===== src/hdl/stp_pkg.sv =====
// Shared types, constants and exp table for the short-term plasticity block.
package stp_pkg;

    localparam int unsigned NumSynapsesDef = 256;
    localparam logic [16:0] OneQ16         = 17'd65536;
    localparam logic [31:0] RndQ32         = 32'h8000_0000;
    localparam logic [31:0] RndQ16         = 32'h0000_8000;
    localparam int unsigned ExpBits        = 20;

    localparam logic [1:0] REG_USE_INC  = 2'd0;
    localparam logic [1:0] REG_FAC_RATE = 2'd1;
    localparam logic [1:0] REG_REC_RATE = 2'd2;

    typedef enum logic [3:0] {
        ST_IDLE,
        ST_READ,
        ST_X,
        ST_EXP,
        ST_EXPW,
        ST_FAC,
        ST_U1,
        ST_U2,
        ST_P1,
        ST_W,
        ST_OUT
    } t_state;

    // round(exp(-2^(b-16)) * 2^32)
    function automatic logic [31:0] exp_k(input logic [4:0] b);
        logic [31:0] k;
        case (b)
            5'd0:    k = 32'd4294901761;
            5'd1:    k = 32'd4294836226;
            5'd2:    k = 32'd4294705160;
            5'd3:    k = 32'd4294443040;
            5'd4:    k = 32'd4293918848;
            5'd5:    k = 32'd4292870656;
            5'd6:    k = 32'd4290775039;
            5'd7:    k = 32'd4286586875;
            5'd8:    k = 32'd4278222805;
            5'd9:    k = 32'd4261543595;
            5'd10:   k = 32'd4228380000;
            5'd11:   k = 32'd4162825044;
            5'd12:   k = 32'd4034748382;
            5'd13:   k = 32'd3790295335;
            5'd14:   k = 32'd3344923893;
            5'd15:   k = 32'd2605029347;
            5'd16:   k = 32'd1580030169;
            5'd17:   k = 32'd581260615;
            5'd18:   k = 32'd78665070;
            5'd19:   k = 32'd1440801;
            default: k = 32'd0;
        endcase
        return k;
    endfunction

endpackage


===== src/hdl/stp_mac.sv =====
// Shared registered multiply-add unit.
module stp_mac
    import stp_pkg::*;
(
    input  logic        i_clk,
    input  logic [32:0] i_a,
    input  logic [31:0] i_b,
    input  logic [31:0] i_c,
    output logic [64:0] o_prod
);

    logic [64:0] r_prod;

    always_ff @(posedge i_clk) begin
        r_prod <= ({32'd0, i_a} * {33'd0, i_b}) + {33'd0, i_c};
    end

    assign o_prod = r_prod;

endmodule


===== config.mk =====
export PLATFORM = sky130hd
export DESIGN_NAME = stp_mac
export DESIGN_NICKNAME = d
export VERILOG_FILES = /design/src/hdl/stp_pkg.sv /design/src/hdl/stp_mac.sv
export SDC_FILE = /design/constraint.sdc
export NUM_CORES = 2
export LEC_CHECK = 0
export BUFFER_PORTS_ARGS = -buffer_cell sky130_fd_sc_hd__buf_2
export CORE_MARGIN = 3
export CORE_UTILIZATION = 30
export CTS_CLUSTER_DIAMETER = 40
export CTS_CLUSTER_SIZE = 28
export DETAILED_ROUTE_END_ITERATION = 7
export GPL_TIMING_DRIVEN = 0
export SYNTH_ARGS = -nofsm -noshare
export SYNTH_HDL_FRONTEND = slang
export SYNTH_SLANG_ARGS = --single-unit
export TNS_END_PERCENT = 100

===== constraint.sdc =====
create_clock -name i_clk -period 11 [get_ports i_clk]
set_input_delay 1.65 -clock i_clk [delete_from_list [all_inputs] [get_ports i_clk]]
set_output_delay 1.65 -clock i_clk [all_outputs]
set_load 0.02 [all_outputs]

# Word-level counts from Yosys, hierarchy flattened
# Index checks and enable logic that the tools add are counted.
[word_totals]
ff_bits = 65
input_bits = 98
out_inout_bits = 65
elab_cells = 3
[op_classes]
n_addsub = 1
n_mul = 1
[op_table]
columns = ["op", "count"]
rows = [
  ["adder 65 x 32 -> 65 bit", 1],
  ["multiplier 33 x 32 -> 65 bit", 1],
]

# Longest topological paths before layout
[depth]
ltp_word = 2
depth_mapped = 28
mapped_depth_nobuf = 26

# Worst setup path after synthesis
# OpenSTA, ideal clock, no wires.
[synth_timing]
path_kind = "input to register"
startpoint = "input i_a[25]"
endpoint = "register r_prod[46] (netlist: o_prod[46])"
setup_ns = 0.118
t_arrival_ns = 8.054
required_time_ns = 10.882
path_slack_ns = 2.828
path_stages = 25
path_buffers = 2
cell_sequence = "clkbuf_1 nand2_1 fa_1 fa_1 inv_1 fa_1 inv_1 fa_1 inv_1 fa_1 fa_1 fa_1 inv_1 fa_1 inv_1 ha_1 buf_2 a21o_1 o21bai_1 a221oi_1 a2bb2oi_1 o31ai_1 or2_1 a41o_1 xnor2_1"
[synth_via]
elab_chain_cells = 2
[synth_rtl]
columns = ["element", "line_no", "text"]
rows = [
  ["from (decl)", "stp_mac.sv:6", "input logic [32:0] i_a,"],
  ["multiplier 33 x 32 -> 65 bit", "stp_mac.sv:15", "r_prod <= ({32'd0, i_a} * {33'd0, i_b}) + {33'd0, i_c};"],
  ["adder 65 x 32 -> 65 bit", "stp_mac.sv:15", ""],
  ["to (signal assigned)", "stp_mac.sv:15", ""],
  ["to (decl)", "stp_mac.sv:12", "logic [64:0] r_prod;"],
]
# No other way between the ends.

# Final worst setup path
[layout_timing]
startpoint = "input i_a[20]"
endpoint = "register r_prod[59] (netlist: o_prod[59])"
# Same word-level chain as after synthesis.

==> reports/qor.txt <==
status: finished clean
RD Place Congestion: 0.995
async set-reset flop share out of synthesis: 0%
most common cell in the synthesized netlist: inv_1
fill count: 12700
syn avg cell area: 8.99 sq um
clock root buffer master: clkbuf_16
Synth cell types: 61
Reg clk slew, reported paths: 60 ps
PortBufs: 162
CP max-delay cell: a2111oi_2
top cells by area, synth: fa_1 53%, inv_1 11%, ha_1 9.1%
max reg flops: 65
predominant post-synthesis flop cell: dfxtp_1
antenna viol nets, final: 0
Post-CTS Setup Inserts: 0
CP most frequent cell: fa_1
GR Util All Layers: 21.8%
DR WL/cell: 23.3 um
minimum clock period: 10170 ps
DIE WIDTH: 355 um
row cnt: 127
Final TNS setup: 0 ps
Die Ht: 355 um
cts repair resizes: 0
final hold viol count: 0
largest net degree at the start of global routing: 14
RSZ-0062 raised after global routing: no
slowest stage delay, CP: 880 ps
first-pass GRT wire length: 201 mm
crit path kind: input port to flop
via count: 28900
slew margin rel.: 13.5%
Startpoint Class: input port
worst min path class: input port to flop
Worst Tran Pin Value: 1300 ps
gr ovfl total: 0
CTS max path bufs: 2
# H-tree levels: 3
CTS tree: done
post-synthesis sequential area ratio: 3.57%
final setup vio count: 0
Num CTS Buffers: 9
vias in the first global route: 30300
post-synthesis register bit count: 65
crit share post-route: 92.4%
syn nets: 5382
Synth area leader: fa_1
EDFF count, synth: 0
f_max: 98.4 MHz
Post-synth top cells: 1026 x inv_1, 958 x fa_1, 649 x nand2_1, 461 x and2_1, 265 x ha_1
final WL: 137 mm
DRT iter0 DRCs: 2409
cts hold-fix bufs: 0
Post-Syn Instances: 4061
CP cell instances: buf_2 -> clkbuf_1 -> nand2_1 -> fa_1 -> fa_1 -> fa_1 -> fa_1 -> inv_1 -> fa_1 -> fa_1 -> fa_1 -> inv_1 -> fa_1 -> inv_1 -> ha_1 -> clkbuf_1 -> nand3_1 -> nor2_1 -> nand4_1 -> a2111oi_2 -> o311ai_1 -> nand2_1 -> a21oi_1 -> xnor2_1
die area: 0.126 sq mm
Syn Std Cell Area: 0.0365 sq mm
NumNets Final: 5556
Initial Util: 30.3%
DPL Wire Length: 119 mm
core area: 0.120 sq mm
top-area cell type share of the netlist area: 52.5%
layout cells sized above 1: 4.74%
Worst Path Arrival: 10380 ps
Max Cap Viol: 0
Initial DRT Pass Iterations: 7
Synth Warn #: 0
Crit. End Element: flop
I/O pins: 163
post-DR vias/cell: 4.93
antenna violations before repair: 40
area grow syn2layout: 8.81%
CP max FO: 10
max-slew violation count: 0
Critical Path RT: 11210 ps
DRC violations left: 0
Sink Count: 65
[metrics by stage]
step                utilization (%)  cells  hold WS, ps  area, sq um  setup slack, ps
floorplan                         -   4061         1780        36500             2830
global placement               32.7   5835         1880        39300              651
detailed placement             32.7   5835         1880        39300              631
CTS                            33.0   5851         1520        39700              976
global route                   33.0   5852         1520        39700              531
finish                         33.0   5865         1530        39700              834
[worst paths after layout]
check	start	endpoint	slack, ps	cells past startpoint
max	i_a[20]	o_prod[59]	830	24
min	i_c[0]	o_prod[0]	1530	2
[cell type report]
cell class,instances,area (sq um),area share [%]
buffer,228,863,2.17
timing repair buffer,163,816,2.05
multi-input combinational,2742,30500,76.8
tap,1612,2020,5.08
inverter,1026,3850,9.70
antenna,13,32.5,0.0819
clock inverter,7,126,0.318
clock buffer,9,225,0.567
sequential,65,1300,3.28
[per-layer routing]
layer / vias up / share of wire [%] / wire (um) / track usage (%)
met4: 8 / 4.8 / 6520 / 8.11
met2: 1504 / 46 / 62800 / 35.1
li1: 12000 / - / - / -
met1: 15100 / 40 / 54200 / 29.1
met3: 348 / 9.7 / 13300 / 4.47
met5: - / 0.037 / 51 / 0
[cell families (layout without fill, tap and decap cells)]
group | Yosys count | count (layout) | synth area share, %
buffers and inverters | 1254 | 1433 | 12.9
AO/OA/AOI/OAI | 215 | 215 | 3.89
adder cells (fa/ha/maj) | 1223 | 1223 | 61.6
XOR/XNOR | 58 | 58 | 1.39
AND/OR/NAND/NOR | 1246 | 1246 | 16.6
flip-flops | 65 | 65 | 3.57
other | 0 | 13 | 0
[critical path: cells and delay by family]
family                     cells  cell delay (ps)
AOI/OAI and AO/OA              3             1310
buffers and inverters          6             1510
xor gates and xnor gates       1              140
adders and majority gates      9             4640
and+or+nand+nor                5             1120
[cell usage in the layout, fill, tap and decap left out, types with 6 or more instances in the layout]
| cell | instances |
|---|---|
| ha_1 | 265 |
| and2_1 | 461 |
| o21ai_0 | 34 |
| clkbuf_16 | 9 |
| nand2_1 | 649 |
| o21a_1 | 9 |
| nand4_1 | 18 |
| and3_1 | 13 |
| diode_2 | 13 |
| nor2_1 | 40 |
| dfxtp_1 | 65 |
| nand2b_1 | 6 |
| a21o_1 | 25 |
| a211oi_1 | 10 |
| nor3_1 | 9 |
| inv_1 | 1026 |
| fa_1 | 958 |
| o21bai_1 | 14 |
| or2_2 | 6 |
| xor2_1 | 22 |
| buf_2 | 167 |
| nand3_1 | 23 |
| a21oi_1 | 69 |
| xnor2_1 | 36 |
| clkbuf_1 | 222 |
| a31oi_1 | 12 |
Power is left out: the tool's default activity adds up to more than one toggle a clock period on the data nets, which glitch-free logic cannot reach.
